$ cat src/drt_pkg.sv
// Package for the dirty rectangle tracker: field widths, rectangle type,
// action and register codes, and the containment test.
// No dependencies.
package drt_pkg;

    localparam int COORD_W = 11;
    localparam int EDGE_W = 12;
    localparam int SCALE_W = 3;
    localparam int OFFSET_W = 8;
    localparam int POS_X_W = 9;
    localparam int POS_Y_W = 8;
    localparam int GROUPS_W = 7;
    localparam int ROWS_W = 8;
    localparam int ACTION_W = 3;
    localparam int OUT_IDX_W = 4;
    localparam int OUT_CNT_W = 5;
    localparam int CFG_IDX_W = 3;
    localparam int CFG_DATA_W = 8;

    localparam logic [COORD_W-1:0] COORD_MAX = '1;

    typedef enum logic [ACTION_W-1:0] {
        ACT_DROP    = 3'd0,
        ACT_REPLACE = 3'd1,
        ACT_APPEND  = 3'd2,
        ACT_FULL    = 3'd3,
        ACT_FLUSH   = 3'd4
    } action_t;

    localparam logic REQ_ADD = 1'b0;
    localparam logic REQ_FLUSH = 1'b1;

    localparam logic [CFG_IDX_W-1:0] REG_X_SCALE = 3'd0;
    localparam logic [CFG_IDX_W-1:0] REG_Y_SCALE = 3'd1;
    localparam logic [CFG_IDX_W-1:0] REG_Y_OFFSET = 3'd2;
    localparam logic [CFG_IDX_W-1:0] REG_W_SCALE = 3'd3;
    localparam logic [CFG_IDX_W-1:0] REG_H_SCALE = 3'd4;

    typedef struct packed {
        logic [COORD_W-1:0] x;
        logic [COORD_W-1:0] y;
        logic [COORD_W-1:0] w;
        logic [COORD_W-1:0] h;
    } rect_t;

    // control that travels down the cell chain with the probe rectangle
    typedef struct packed {
        logic    valid;
        logic    done;
        action_t action;
    } probe_ctrl_t;

    // a lies inside b; edges formed at 12 bits so they never wrap
    function automatic logic rect_inside(rect_t a, rect_t b);
        logic [EDGE_W-1:0] ar;
        logic [EDGE_W-1:0] ab;
        logic [EDGE_W-1:0] br;
        logic [EDGE_W-1:0] bb;
        ar = EDGE_W'(a.x) + EDGE_W'(a.w);
        ab = EDGE_W'(a.y) + EDGE_W'(a.h);
        br = EDGE_W'(b.x) + EDGE_W'(b.w);
        bb = EDGE_W'(b.y) + EDGE_W'(b.h);
        return (a.x >= b.x) && (a.y >= b.y) && (ar <= br) && (ab <= bb);
    endfunction

endpackage

$ cat src/drt_if.sv
// Channel interfaces of the dirty rectangle tracker: request, result and
// configuration write. Depends on drt_pkg.
interface drt_req_if import drt_pkg::*; ();
    logic                valid;
    logic                ready;
    logic                req_type;
    logic [POS_X_W-1:0]  pos_x;
    logic [POS_Y_W-1:0]  pos_y;
    logic [GROUPS_W-1:0] width_groups;
    logic [ROWS_W-1:0]   height_rows;

    modport source (output valid, req_type, pos_x, pos_y, width_groups, height_rows,
                    input ready);
    modport sink (input valid, req_type, pos_x, pos_y, width_groups, height_rows,
                  output ready);
endinterface

interface drt_res_if import drt_pkg::*; ();
    logic                 valid;
    logic                 ready;
    logic [ACTION_W-1:0]  action;
    logic [OUT_IDX_W-1:0] entry_index;
    logic [OUT_CNT_W-1:0] pending_count;
    logic [COORD_W-1:0]   scr_x;
    logic [COORD_W-1:0]   scr_y;
    logic [COORD_W-1:0]   scr_w;
    logic [COORD_W-1:0]   scr_h;

    modport source (output valid, action, entry_index, pending_count,
                    scr_x, scr_y, scr_w, scr_h, input ready);
    modport sink (input valid, action, entry_index, pending_count,
                  scr_x, scr_y, scr_w, scr_h, output ready);
endinterface

interface drt_cfg_if import drt_pkg::*; ();
    logic                  valid;
    logic                  ready;
    logic [CFG_IDX_W-1:0]  index;
    logic [CFG_DATA_W-1:0] data;

    modport source (output valid, index, data, input ready);
    modport sink (input valid, index, data, output ready);
endinterface

$ cat src/dirty_rectangle_tracker_unit.sv
// Dirty rectangle tracker: an add passes a scaling stage, then one cell per
// cycle along a chain of TABLE_DEPTH entry cells, then a pending register and
// the output register to res; a flush goes straight to the pending register.
// One item at a time: the next is accepted only once the result moves into the
// output register, later while an earlier result still waits on res.
// Reset clears the pending count and loads the register defaults; entry
// contents stay undefined until written.
module dirty_rectangle_tracker_unit import drt_pkg::*;
#(
    parameter int TABLE_DEPTH = 16
)
(
    input  logic       clk,
    input  logic       rst_n,
    drt_cfg_if.sink    cfg,
    drt_req_if.sink    req,
    drt_res_if.source  res
);

    localparam int CNT_W = $clog2(TABLE_DEPTH + 1);
    localparam int IDX_W = $clog2((TABLE_DEPTH > 1) ? TABLE_DEPTH : 2);

    logic [SCALE_W-1:0]  x_scale_reg;
    logic [SCALE_W-1:0]  y_scale_reg;
    logic [OFFSET_W-1:0] y_offset_reg;
    logic [SCALE_W-1:0]  width_scale_reg;
    logic [SCALE_W-1:0]  height_scale_reg;

    logic [CNT_W-1:0] entry_count_reg;
    logic             busy_reg;
    logic             pend_valid_reg;
    action_t          pend_action_reg;
    logic [IDX_W-1:0] pend_idx_reg;
    logic [CNT_W-1:0] pend_count_reg;
    rect_t            pend_rect_reg;

    logic             out_valid_reg;
    action_t          out_action_reg;
    logic [IDX_W-1:0] out_idx_reg;
    logic [CNT_W-1:0] out_count_reg;
    rect_t            out_rect_reg;

    logic req_beat;
    logic add_beat;
    logic flush_beat;
    logic out_load;
    logic sc_valid;
    rect_t sc_rect;

    probe_ctrl_t      chain_ctrl [TABLE_DEPTH+1];
    rect_t            chain_rect [TABLE_DEPTH+1];
    logic [CNT_W-1:0] chain_pos  [TABLE_DEPTH+1];
    logic [IDX_W-1:0] chain_idx  [TABLE_DEPTH+1];

    probe_ctrl_t      tail;
    logic             tail_append;

    assign req_beat = req.valid && req.ready;
    assign add_beat = req_beat && (req.req_type == REQ_ADD);
    assign flush_beat = req_beat && (req.req_type == REQ_FLUSH);
    assign req.ready = !busy_reg;
    assign cfg.ready = 1'b1;
    assign out_load = pend_valid_reg && (!out_valid_reg || res.ready);

    always_ff @(posedge clk or negedge rst_n)
    begin
        if (!rst_n)
        begin
            x_scale_reg <= SCALE_W'(2);
            y_scale_reg <= SCALE_W'(2);
            y_offset_reg <= '0;
            width_scale_reg <= SCALE_W'(2);
            height_scale_reg <= SCALE_W'(2);
        end
        else if (cfg.valid)
        begin
            unique case (cfg.index)
                REG_X_SCALE:  x_scale_reg <= cfg.data[SCALE_W-1:0];
                REG_Y_SCALE:  y_scale_reg <= cfg.data[SCALE_W-1:0];
                REG_Y_OFFSET: y_offset_reg <= cfg.data;
                REG_W_SCALE:  width_scale_reg <= cfg.data[SCALE_W-1:0];
                REG_H_SCALE:  height_scale_reg <= cfg.data[SCALE_W-1:0];
                default:      ;
            endcase
        end
    end

    drt_scale u_scale (
        .clk          (clk),
        .rst_n        (rst_n),
        .start        (add_beat),
        .x_scale      (x_scale_reg),
        .y_scale      (y_scale_reg),
        .y_offset     (y_offset_reg),
        .width_scale  (width_scale_reg),
        .height_scale (height_scale_reg),
        .pos_x        (req.pos_x),
        .pos_y        (req.pos_y),
        .width_groups (req.width_groups),
        .height_rows  (req.height_rows),
        .valid        (sc_valid),
        .rect         (sc_rect)
    );

    always_comb
    begin
        chain_ctrl[0].valid = sc_valid;
        chain_ctrl[0].done = 1'b0;
        chain_ctrl[0].action = ACT_FULL;
        chain_rect[0] = sc_rect;
        chain_pos[0] = '0;
        chain_idx[0] = '0;
    end

    for (genvar k = 0; k < TABLE_DEPTH; k++)
    begin : g_cell
        drt_cell #(
            .IDX_W (IDX_W),
            .CNT_W (CNT_W)
        ) u_cell (
            .clk         (clk),
            .rst_n       (rst_n),
            .entry_count (entry_count_reg),
            .ctrl_in     (chain_ctrl[k]),
            .rect_in     (chain_rect[k]),
            .pos_in      (chain_pos[k]),
            .idx_in      (chain_idx[k]),
            .ctrl_out    (chain_ctrl[k+1]),
            .rect_out    (chain_rect[k+1]),
            .pos_out     (chain_pos[k+1]),
            .idx_out     (chain_idx[k+1])
        );
    end

    assign tail = chain_ctrl[TABLE_DEPTH];
    assign tail_append = tail.done && (tail.action == ACT_APPEND);

    always_ff @(posedge clk or negedge rst_n)
    begin
        if (!rst_n)
        begin
            entry_count_reg <= '0;
            busy_reg <= 1'b0;
            pend_valid_reg <= 1'b0;
            out_valid_reg <= 1'b0;
        end
        else
        begin
            if (req_beat)
            begin
                busy_reg <= 1'b1;
            end
            else if (out_load)
            begin
                busy_reg <= 1'b0;
            end

            if (flush_beat)
            begin
                entry_count_reg <= '0;
            end
            else if (tail.valid && tail_append)
            begin
                entry_count_reg <= entry_count_reg + CNT_W'(1);
            end

            if (flush_beat || tail.valid)
            begin
                pend_valid_reg <= 1'b1;
            end
            else if (out_load)
            begin
                pend_valid_reg <= 1'b0;
            end

            if (out_load)
            begin
                out_valid_reg <= 1'b1;
            end
            else if (res.ready)
            begin
                out_valid_reg <= 1'b0;
            end
        end
    end

    always_ff @(posedge clk)
    begin
        if (flush_beat)
        begin
            pend_action_reg <= ACT_FLUSH;
            pend_idx_reg <= '0;
            pend_count_reg <= '0;
            pend_rect_reg <= '0;
        end
        else if (tail.valid)
        begin
            pend_action_reg <= tail.done ? tail.action : ACT_FULL;
            pend_idx_reg <= tail.done ? chain_idx[TABLE_DEPTH] : '0;
            pend_count_reg <= tail_append ? entry_count_reg + CNT_W'(1) : entry_count_reg;
            pend_rect_reg <= chain_rect[TABLE_DEPTH];
        end

        if (out_load)
        begin
            out_action_reg <= pend_action_reg;
            out_idx_reg <= pend_idx_reg;
            out_count_reg <= pend_count_reg;
            out_rect_reg <= pend_rect_reg;
        end
    end

    assign res.valid = out_valid_reg;
    assign res.action = out_action_reg;
    assign res.entry_index = OUT_IDX_W'(out_idx_reg);
    assign res.pending_count = OUT_CNT_W'(out_count_reg);
    assign res.scr_x = out_rect_reg.x;
    assign res.scr_y = out_rect_reg.y;
    assign res.scr_w = out_rect_reg.w;
    assign res.scr_h = out_rect_reg.h;

    a_count_bound: assert property (@(posedge clk) disable iff (!rst_n)
        entry_count_reg <= CNT_W'(TABLE_DEPTH))
        else $error("pending count above table depth");

    a_pend_busy: assert property (@(posedge clk) disable iff (!rst_n)
        pend_valid_reg |-> busy_reg)
        else $error("pending result while idle");

    a_tail_free: assert property (@(posedge clk) disable iff (!rst_n)
        tail.valid |-> (busy_reg && !pend_valid_reg))
        else $error("scan finished with result slot occupied");

    a_flush_clears: assert property (@(posedge clk) disable iff (!rst_n)
        flush_beat |=> (entry_count_reg == '0))
        else $error("flush did not empty the table");

endmodule

$ cat src/drt_scale.sv
// Scaling stage: virtual rectangle to saturated screen rectangle, registered.
// Depends on drt_pkg.
module drt_scale import drt_pkg::*;
(
    input  logic                  clk,
    input  logic                  rst_n,
    input  logic                  start,
    input  logic [SCALE_W-1:0]    x_scale,
    input  logic [SCALE_W-1:0]    y_scale,
    input  logic [OFFSET_W-1:0]   y_offset,
    input  logic [SCALE_W-1:0]    width_scale,
    input  logic [SCALE_W-1:0]    height_scale,
    input  logic [POS_X_W-1:0]    pos_x,
    input  logic [POS_Y_W-1:0]    pos_y,
    input  logic [GROUPS_W-1:0]   width_groups,
    input  logic [ROWS_W-1:0]     height_rows,
    output logic                  valid,
    output rect_t                 rect
);

    logic              valid_reg;
    rect_t             rect_reg;
    rect_t             rect_next;
    logic [EDGE_W-1:0] px;
    logic [EDGE_W-1:0] py;
    logic [EDGE_W-1:0] pw;
    logic [EDGE_W-1:0] ph;

    function automatic logic [COORD_W-1:0] sat(logic [EDGE_W-1:0] v);
        return (v > EDGE_W'(COORD_MAX)) ? COORD_MAX : v[COORD_W-1:0];
    endfunction

    always_comb
    begin
        px = EDGE_W'(pos_x) * EDGE_W'(x_scale);
        py = EDGE_W'(pos_y) * EDGE_W'(y_scale) + EDGE_W'(y_offset);
        pw = (EDGE_W'(width_groups) * EDGE_W'(width_scale)) << 2;
        ph = EDGE_W'(height_rows) * EDGE_W'(height_scale);
        rect_next.x = sat(px);
        rect_next.y = sat(py);
        rect_next.w = sat(pw);
        rect_next.h = sat(ph);
    end

    always_ff @(posedge clk or negedge rst_n)
    begin
        if (!rst_n)
        begin
            valid_reg <= 1'b0;
        end
        else
        begin
            valid_reg <= start;
        end
    end

    always_ff @(posedge clk)
    begin
        if (start)
        begin
            rect_reg <= rect_next;
        end
    end

    assign valid = valid_reg;
    assign rect = rect_reg;

endmodule

$ cat src/drt_cell.sv
// One table entry with its compare logic; the probe passes through a
// register to the next cell. Depends on drt_pkg.
module drt_cell import drt_pkg::*;
#(
    parameter int IDX_W = 4,
    parameter int CNT_W = 5
)
(
    input  logic             clk,
    input  logic             rst_n,
    input  logic [CNT_W-1:0] entry_count,
    input  probe_ctrl_t      ctrl_in,
    input  rect_t            rect_in,
    input  logic [CNT_W-1:0] pos_in,
    input  logic [IDX_W-1:0] idx_in,
    output probe_ctrl_t      ctrl_out,
    output rect_t            rect_out,
    output logic [CNT_W-1:0] pos_out,
    output logic [IDX_W-1:0] idx_out
);

    rect_t            entry_reg;
    probe_ctrl_t      ctrl_reg;
    probe_ctrl_t      ctrl_next;
    rect_t            rect_reg;
    logic [CNT_W-1:0] pos_reg;
    logic [IDX_W-1:0] idx_reg;
    logic [IDX_W-1:0] idx_next;
    logic             entry_we;
    logic             active;
    logic             live;

    always_comb
    begin
        active = ctrl_in.valid && !ctrl_in.done;
        live = active && (pos_in < entry_count);
        ctrl_next = ctrl_in;
        idx_next = idx_in;
        entry_we = 1'b0;
        priority if (live && rect_inside(rect_in, entry_reg))
        begin
            ctrl_next.done = 1'b1;
            ctrl_next.action = ACT_DROP;
            idx_next = pos_in[IDX_W-1:0];
        end
        else if (live && rect_inside(entry_reg, rect_in))
        begin
            ctrl_next.done = 1'b1;
            ctrl_next.action = ACT_REPLACE;
            idx_next = pos_in[IDX_W-1:0];
            entry_we = 1'b1;
        end
        else if (active && (pos_in == entry_count))
        begin
            // first free slot: append here
            ctrl_next.done = 1'b1;
            ctrl_next.action = ACT_APPEND;
            idx_next = pos_in[IDX_W-1:0];
            entry_we = 1'b1;
        end
        else
        begin
            ctrl_next = ctrl_in;
        end
    end

    always_ff @(posedge clk or negedge rst_n)
    begin
        if (!rst_n)
        begin
            ctrl_reg <= '0;
        end
        else
        begin
            ctrl_reg <= ctrl_next;
        end
    end

    always_ff @(posedge clk)
    begin
        if (entry_we)
        begin
            entry_reg <= rect_in;
        end
        rect_reg <= rect_in;
        pos_reg <= pos_in + CNT_W'(1);
        idx_reg <= idx_next;
    end

    assign ctrl_out = ctrl_reg;
    assign rect_out = rect_reg;
    assign pos_out = pos_reg;
    assign idx_out = idx_reg;

endmodule
$ cat src/flat_wrapper.sv
// flat-port wrapper written by rule: the top's interface ports become plain ports
module dirty_rectangle_tracker_unit_flat import drt_pkg::*;
#(
    parameter int TABLE_DEPTH = 16
)
  (clk, rst_n, cfg_valid, cfg_index, cfg_data, cfg_ready, req_valid, req_req_type, req_pos_x, req_pos_y, req_width_groups, req_height_rows, req_ready, res_valid, res_action, res_entry_index, res_pending_count, res_scr_x, res_scr_y, res_scr_w, res_scr_h, res_ready);
  drt_cfg_if cfg_i ();
  drt_req_if req_i ();
  drt_res_if res_i ();
  input  logic clk;
  input  logic rst_n;
  input wire logic [$bits(cfg_i.valid)-1:0] cfg_valid;
  input wire logic [$bits(cfg_i.index)-1:0] cfg_index;
  input wire logic [$bits(cfg_i.data)-1:0] cfg_data;
  output wire logic [$bits(cfg_i.ready)-1:0] cfg_ready;
  input wire logic [$bits(req_i.valid)-1:0] req_valid;
  input wire logic [$bits(req_i.req_type)-1:0] req_req_type;
  input wire logic [$bits(req_i.pos_x)-1:0] req_pos_x;
  input wire logic [$bits(req_i.pos_y)-1:0] req_pos_y;
  input wire logic [$bits(req_i.width_groups)-1:0] req_width_groups;
  input wire logic [$bits(req_i.height_rows)-1:0] req_height_rows;
  output wire logic [$bits(req_i.ready)-1:0] req_ready;
  output wire logic [$bits(res_i.valid)-1:0] res_valid;
  output wire logic [$bits(res_i.action)-1:0] res_action;
  output wire logic [$bits(res_i.entry_index)-1:0] res_entry_index;
  output wire logic [$bits(res_i.pending_count)-1:0] res_pending_count;
  output wire logic [$bits(res_i.scr_x)-1:0] res_scr_x;
  output wire logic [$bits(res_i.scr_y)-1:0] res_scr_y;
  output wire logic [$bits(res_i.scr_w)-1:0] res_scr_w;
  output wire logic [$bits(res_i.scr_h)-1:0] res_scr_h;
  input wire logic [$bits(res_i.ready)-1:0] res_ready;
  assign cfg_i.valid = cfg_valid;
  assign cfg_i.index = cfg_index;
  assign cfg_i.data = cfg_data;
  assign cfg_ready = cfg_i.ready;
  assign req_i.valid = req_valid;
  assign req_i.req_type = req_req_type;
  assign req_i.pos_x = req_pos_x;
  assign req_i.pos_y = req_pos_y;
  assign req_i.width_groups = req_width_groups;
  assign req_i.height_rows = req_height_rows;
  assign req_ready = req_i.ready;
  assign res_valid = res_i.valid;
  assign res_action = res_i.action;
  assign res_entry_index = res_i.entry_index;
  assign res_pending_count = res_i.pending_count;
  assign res_scr_x = res_i.scr_x;
  assign res_scr_y = res_i.scr_y;
  assign res_scr_w = res_i.scr_w;
  assign res_scr_h = res_i.scr_h;
  assign res_i.ready = res_ready;
  dirty_rectangle_tracker_unit #(.TABLE_DEPTH(TABLE_DEPTH)) u_core (.clk(clk), .rst_n(rst_n), .cfg(cfg_i), .req(req_i), .res(res_i));
endmodule
$ cat config.mk
export PLATFORM = sky130hd
export DESIGN_NAME = dirty_rectangle_tracker_unit_flat
export DESIGN_NICKNAME = d
export VERILOG_FILES = /design/src/drt_pkg.sv /design/src/drt_if.sv /design/src/dirty_rectangle_tracker_unit.sv /design/src/drt_scale.sv /design/src/drt_cell.sv /design/src/flat_wrapper.sv
export SDC_FILE = /design/constraint.sdc
export NUM_CORES = 2
export LEC_CHECK = 0
export CORE_AREA = 2 2 410 412
export CTS_CLUSTER_SIZE = 12
export DETAILED_ROUTE_END_ITERATION = 10
export DIE_AREA = 0 0 412 414
export DONT_BUFFER_PORTS = 1
export PLACE_DENSITY = 0.72
export SETUP_SLACK_MARGIN = 0.02
export SYNTH_ARGS = -nofsm -noshare
export SYNTH_HDL_FRONTEND = slang
export SYNTH_SLANG_ARGS = --single-unit
$ cat constraint.sdc
create_clock -name clk -period 10.4 [get_ports clk]
set_clock_uncertainty 0.15 [all_clocks]
set_input_delay 1.04 -clock clk [delete_from_list [all_inputs] [get_ports clk]]
set_output_delay 1.04 -clock clk [all_outputs]
set_load 0.05 [all_outputs]
; After elaboration in Yosys (flattened, before gate mapping)
; Cells that the tools add are included.
[classes]
multipliers = 4
n_mux = 107
n_reduce_logical = 226
magnitude_cmp = 147
eq_ne = 20
addsub = 66
bitwise = 1
[op_table]
columns = op, count
row1 = 11-bit by 11-bit adder with 12-bit output, 64
row2 = 12-bit <= comparator, 64
row3 = 11-bit greater-or-equal comparator, 64
row4 = 4-bit 2-to-1 mux, 49
row5 = 1-bit logical AND, 181
row6 = 1-bit 2-to-1 mux, 53
row7 = 3-bit OR reduction, 15
row8 = 4-bit by 5-bit == test with 1-bit output (first input constant), 8
row9 = 4-bit by 5-bit less-than comparator with 1-bit output (first input constant), 8
row10 = 12-bit by 11-bit greater-than comparator with 1-bit output (second input constant), 3
row11 = 8-bit by 3-bit multiplier with 11-bit output, 2
row12 = 3-bit by 5-bit == test with 1-bit output (first input constant), 4
row13 = 3-bit by 5-bit less-than comparator with 1-bit output (first input constant), 4
row14 = 1-bit logical NOT, 17
row15 = 5-bit 2-to-1 mux, 3
row16 = 11-bit by 8-bit adder with 12-bit output, 1
row17 = 9-bit by 3-bit multiplier with 12-bit output, 1
row18 = 2-bit by 5-bit == test with 1-bit output (first input constant), 2
row19 = 1-bit by 5-bit less-than comparator with 1-bit output (first input constant), 2
row20 = 2-bit by 5-bit less-than comparator with 1-bit output (first input constant), 2
row21 = 7-bit by 3-bit multiplier with 10-bit output, 1
row22 = 2-bit AND reduction, 5
row23 = 3-bit by 2-bit == test with 1-bit output (second input constant), 3
row24 = 2-bit nonzero test, 4
row25 = 10 further kinds, 11
[totals]
ff_bits = 1722
in_bits = 49

; Depth between registers and ports, before layout
[depth]
depth_word = 7
ltp_mapped = 19

; Hierarchy
; A second synthesis with hierarchy kept.
[hier_totals]
cells_unflattened = 8943
hier_area_um2 = 99982.1
[by_module_without_submodules]
columns = module, n_inst, cells_per_inst, area_per_inst_um2
row1 = drt_cell at u_core.g_cell[4].u_cell ..., 5, 500, 5646.7
row2 = drt_cell at u_core.g_cell[11].u_cell ..., 5, 503, 5630.4
row3 = drt_cell at u_core.g_cell[0].u_cell ..., 2, 510, 5700.5
row4 = drt_cell at u_core.g_cell[9].u_cell, 1, 554, 5840.6
row5 = drt_cell at u_core.g_cell[13].u_cell, 1, 542, 5789.3
row6 = drt_cell at u_core.g_cell[14].u_cell, 1, 518, 5710.5
row7 = drt_cell at u_core.g_cell[3].u_cell, 1, 506, 5681.7
row8 = dirty_rectangle_tracker_unit, 1, 347, 4932.2
row9 = drt_scale, 1, 441, 4241.6

; Worst setup path before layout
; OpenSTA, ideal clock, no wires.
[synth_path]
path_type = reg2reg
startpoint = reg u_core.g_cell[11].u_cell.entry_reg[22] (netlist name)
endpoint = reg u_core.g_cell[11].u_cell.entry_reg[0] (netlist name), enable pin
n_path_buf = 0
arrival_time_ps = 5470
path_slack_ps = 4325
setup_time_ps = 455
period_less_slack_ps = 6075
stages_incl_launch_ff = 19
path_cell_list = edfxtp_1 ha_1 inv_1 fa_1 nor2b_1 o21ai_0 a21boi_0 o21ai_0 a21oi_1 mux2i_1 nand3_1 ha_1 and4_1 nand4_1 a21oi_1 a2111o_1 nand2b_1 o211ai_1 a21boi_1
[synth_via]
elab_chain_cells = 7
[synth_rtl]
columns = item, line_no
row1 = "start, declared", drt_cell.sv:22  ; rect_t entry_reg;
row2 = "start signal, assigned", drt_cell.sv:83  ; entry_reg <= rect_in;
row3 = branches (longest 6 deep; another with 11-bit by 11-bit adder with 12-bit output), n/a
row4 = 1-bit 2-to-1 mux *, drt_cell.sv:40  ; priority if (live && rect_inside(rect_in, entry_reg))
row5 = net u_core.g_cell[11].u_cell.entry_we, drt_cell.sv:29  ; logic entry_we;
; Mark *: on every way through the listed nets, which the timed path passes.
; A chain may end at the register's enable or synchronous reset.

; Worst setup path after layout
[layout_path]
startpoint = reg u_core.g_cell[5].u_cell.entry_reg[22] (netlist name)
endpoint = reg u_core.g_cell[5].u_cell.entry_reg[30] (netlist name), enable pin
[layout_via]
elab_chain_cells = 7
[layout_rtl]
columns = item, line_no
row1 = "start, declared", drt_cell.sv:22
row2 = "start signal, assigned", drt_cell.sv:83
row3 = branches (longest 6 deep; another with 11-bit by 11-bit adder with 12-bit output), n/a
row4 = 1-bit 2-to-1 mux *, drt_cell.sv:40
row5 = net u_core.g_cell[5].u_cell.entry_we, drt_cell.sv:29
; Marks and branches as above.

==> run_results.csv <==
group,metric,value,unit
grt,grt_overflow,0,
placement,dp_hpwl,165300,µm
yosys,ys_warn_count,0,
detailed_routing,drt_wl_total,211300,µm
clock_tree,root_buffer,"clkbuf_16",
detailed_routing,final_antenna_net_count,0,
clock_tree,clk_pin_slew,0.06,ns
grt,grt_max_degree,94,
critical_path,worstSetupEndpointType,"flip-flop",
critical_path,critPathKind,"reg -> reg",
worst_hold_path,min_to,"u_core.y_offset_reg[5]",
yosys,synth.distinct_cells,91,
yosys,synth-edff-count,786,
clock_tree,numCtsBuffers,179,
critical_path,cpPeakStageDelay,0.79,ns
floorplanning,die-area,170600,µm²
yosys,async_flop_share,0.05566,
timing,rsz0062_at_grt,"false",
critical_path,r2r_cells,18,
detailed_routing,wl_met3,9100,µm
timing,setup-violations-final,0,
worst_hold_path,hold_depth,2,
grt,antenna_found_initial,3,
layout,fill_cells,13280,
layout,syn_to_final_growth,9.415,%
layout,num-nets-final,10561,
layout,seqCellArea,41790,µm²
grt,grt_pass1_vias,65423,
yosys,synth_top_area_cell,"edfxtp_1",
yosys,syn_nets,10419,
detailed_routing,num_vias,65751,
critical_path,rr_startpoint,"u_core.g_cell[5].u_cell.entry_reg[22]",
floorplanning,fp.dieW,412,µm
critical_path,path_cells,"ha_1, inv_1, fa_1, nor2b_1, o21ai_0, a21boi_1, o21ai_0, a21oi_1, or4_1, nand4_1, ha_1, a21oi_1, nand2_1, a21o_1, o31ai_1, nand4_1, a21oi_4, buf_4",
clock_tree,cts_max_level,4,
placement,io_buffers,0,
detailed_routing,firstDrtPassIters,7,
detailed_routing,wl_met2,103300,µm
grt,grtUsageTotal,0.2451,
critical_path,path_max_fanout,22,
clock_tree,clock_path_buffers,3,
yosys,ys_ff_latch,1671,
clock_tree,tritoncts,"done",
timing,final_max_slew_viol_count,0,
grt,grt_first_pass_wirelength,339700,µm
critical_path,cp_slowest_cell,"a21oi_4",
yosys,syn_area,94200,µm²
yosys,synthTopCellsByArea,"edfxtp_1 (25%), ha_1 (20%), dfxtp_1 (17%)",
worst_hold_path,hold_class,"in -> reg",
yosys,yosysTopAreaCellShare,0.2506,
yosys,syn_avg_cell_area,10.72,µm²
critical_path,cp.arrival,6.06,ns
timing,fmax,174.2,MHz
clock_tree,cts_setup_buffers,0,
flow_run,max-cap-violations,0,
timing,timing.final.crit_period,5.742,ns
yosys,netlist_instances,8784,
floorplanning,core-area,166300,µm²
detailed_routing,routedLengthMet1,92560,µm
floorplanning,ios,108,
critical_path,crit_required,10.72,ns
layout,drive_above_1_share,0.04339,
critical_path,r2r-end,"u_core.g_cell[5].u_cell.entry_reg[30]",
timing,fin_crit_sh,0.5521,
layout,multiInputGateArea,49040,µm²
floorplanning,placementRows,150,
timing,fin_tns_setup,0,ns
detailed_routing,post-route-drc-count,0,
run_status,outcome,"completed",
clock_tree,cts_sinks,1671,
detailed_routing,drtIter0Drc,4183,
worst_hold_path,hold_start,"cfg_data[5]",
yosys,synth_ff_type,"dfxtp_1",
critical_path,regToRegSetupSlack,4.66,ns
floorplanning,dieHeight,414,µm
pwr,total_power,0.01559,W
yosys,ys_seq_area_frac,0.4437,
timing,tightest_slew,1.229,ns
clock_tree,clock_latency,0.82,ns
timing,max_slew_margin,0.1790,
critical_path,start_kind,"flip-flop",
pwr,power_density,151.3,nW/µm²
timing,hold_viol_final,0,
placement,place_congestion,0.8709,
detailed_routing,routedWlPerCell,18.73,µm
detailed_routing,routed.top_layer,"met4",
detailed_routing,vias_per_cell,5.826,
pwr,peakVddDrop,0.0001963,V
pwr,p_leak,45.17,nW
floorplanning,start_util,0.5665,
-- power breakdown --
part           switching (W)  internal (W)
Sequential          0.000295       0.00716
Clock                0.00261       0.00379
Combinational       0.000990      0.000746
-- synthesized netlist by cell type (all sizes together) (87+ instances only) --
master   number
fa           98
nand3       227
nand4       164
and3         87
inv         869
dfrtp        89
nor2        466
edfxtp      786
a21boi       91
nor3        164
a21oi       622
a21o        161
o211ai       97
nand2       408
xor2        169
ha         1488
o21ai       378
a2111oi      88
nor2b       201
dfxtp       792
xnor2       308
-- final cells by class --
type,count,share of cell area
Timing Repair Buffer,28,0.002234
Sequential cell,1671,0.4055
Tap cell,2204,0.02676
Multi-Input combinational cell,6177,0.4758
Inverter,869,0.03165
Antenna cell,1,0.00002428
Clock inverter,54,0.005767
Clock buffer,282,0.05223
-- metrics by stage --
step | cells | utilization | worst slack (ns) | hold slack [ns] | area (µm²)
global route | 11285 | 0.6198 | 4.347 | 0.1684 | 103100
CTS | 11284 | 0.6198 | 4.715 | 0.1355 | 103100
floorplan | 8784 | - | 4.325 | 0.1965 | 94200
global placement | 10946 | 0.5836 | 4.868 | 0.2016 | 97040
detailed placement | 10946 | 0.5836 | 4.760 | 0.2068 | 97040
finish | 11286 | 0.6198 | 4.658 | 0.1992 | 103100
-- worst max path at each step --
stage	startpoint	to	slack, ns	cells past startpoint
floorplan	u_core.g_cell[11].u_cell.entry_reg[22]	u_core.g_cell[11].u_cell.entry_reg[0]	4.32	18
global placement	u_core.g_cell[4].u_cell.rect_out[22]	u_core.g_cell[5].u_cell.entry_reg[10]	4.87	17
detailed placement	u_core.g_cell[4].u_cell.rect_out[22]	u_core.g_cell[5].u_cell.entry_reg[32]	4.76	17
CTS	u_core.g_cell[5].u_cell.entry_reg[22]	u_core.g_cell[5].u_cell.entry_reg[25]	4.72	18
global route	u_core.g_cell[5].u_cell.entry_reg[22]	u_core.g_cell[5].u_cell.entry_reg[28]	4.35	18
finish	u_core.g_cell[5].u_cell.entry_reg[22]	u_core.g_cell[5].u_cell.entry_reg[30]	4.66	18
-- what timing repair did --
action,CTS,global route
hold buffers,2,0
gates resized for setup,0,0
endpoints found under the setup margin,0,0
hold endpoints to repair,93,0
-- layout by cell type (no fill, tap or decap), types with 201 or more instances in the layout --
master / netlist / layout
ha_1: 1488 / 1488
nor2b_1: 201 / 201
inv_1: 868 / 868
nand3_1: 227 / 227
xnor2_1: 308 / 308
nor2_1: 465 / 462
edfxtp_1: 786 / 786
o21ai_0: 317 / 317
nand2_1: 408 / 408
a21oi_1: 621 / 610
dfxtp_1: 792 / 792
-- worst max-delay path, delay by kind of cell (launching register included) --
family	cells	cell delay [ns]
AO/OA/AOI/OAI	8	2.55
adder cells (fa/ha/maj)	3	0.72
buffers and inverters	2	0.51
flip-flops	1	0.40
AND/OR/NAND/NOR	5	1.03
-- metal layers --
metal / GRT usage / vias up
met2: 0.4288 / 1468
met4: 0.07757 / 0
met5: 0 / -
met3: 0.03111 / 395
met1: 0.3136 / 31452
li1: - / 32436
-- logic make-up (layout without fill, tap and decap cells) --
family,Yosys count,count (layout),share of synthesized area
and+or+nand+nor,2206,2206,0.1228
AOI/OAI and AO/OA,1807,1807,0.1223
DFF,1671,1671,0.4437
adders and majority gates,1586,1586,0.2185
buffers and inverters,936,1233,0.03748
xor gates and xnor gates,477,477,0.04435
muxes,100,100,0.01081
other,1,2,0.00003981
Power figures use the tool's default switching activity.
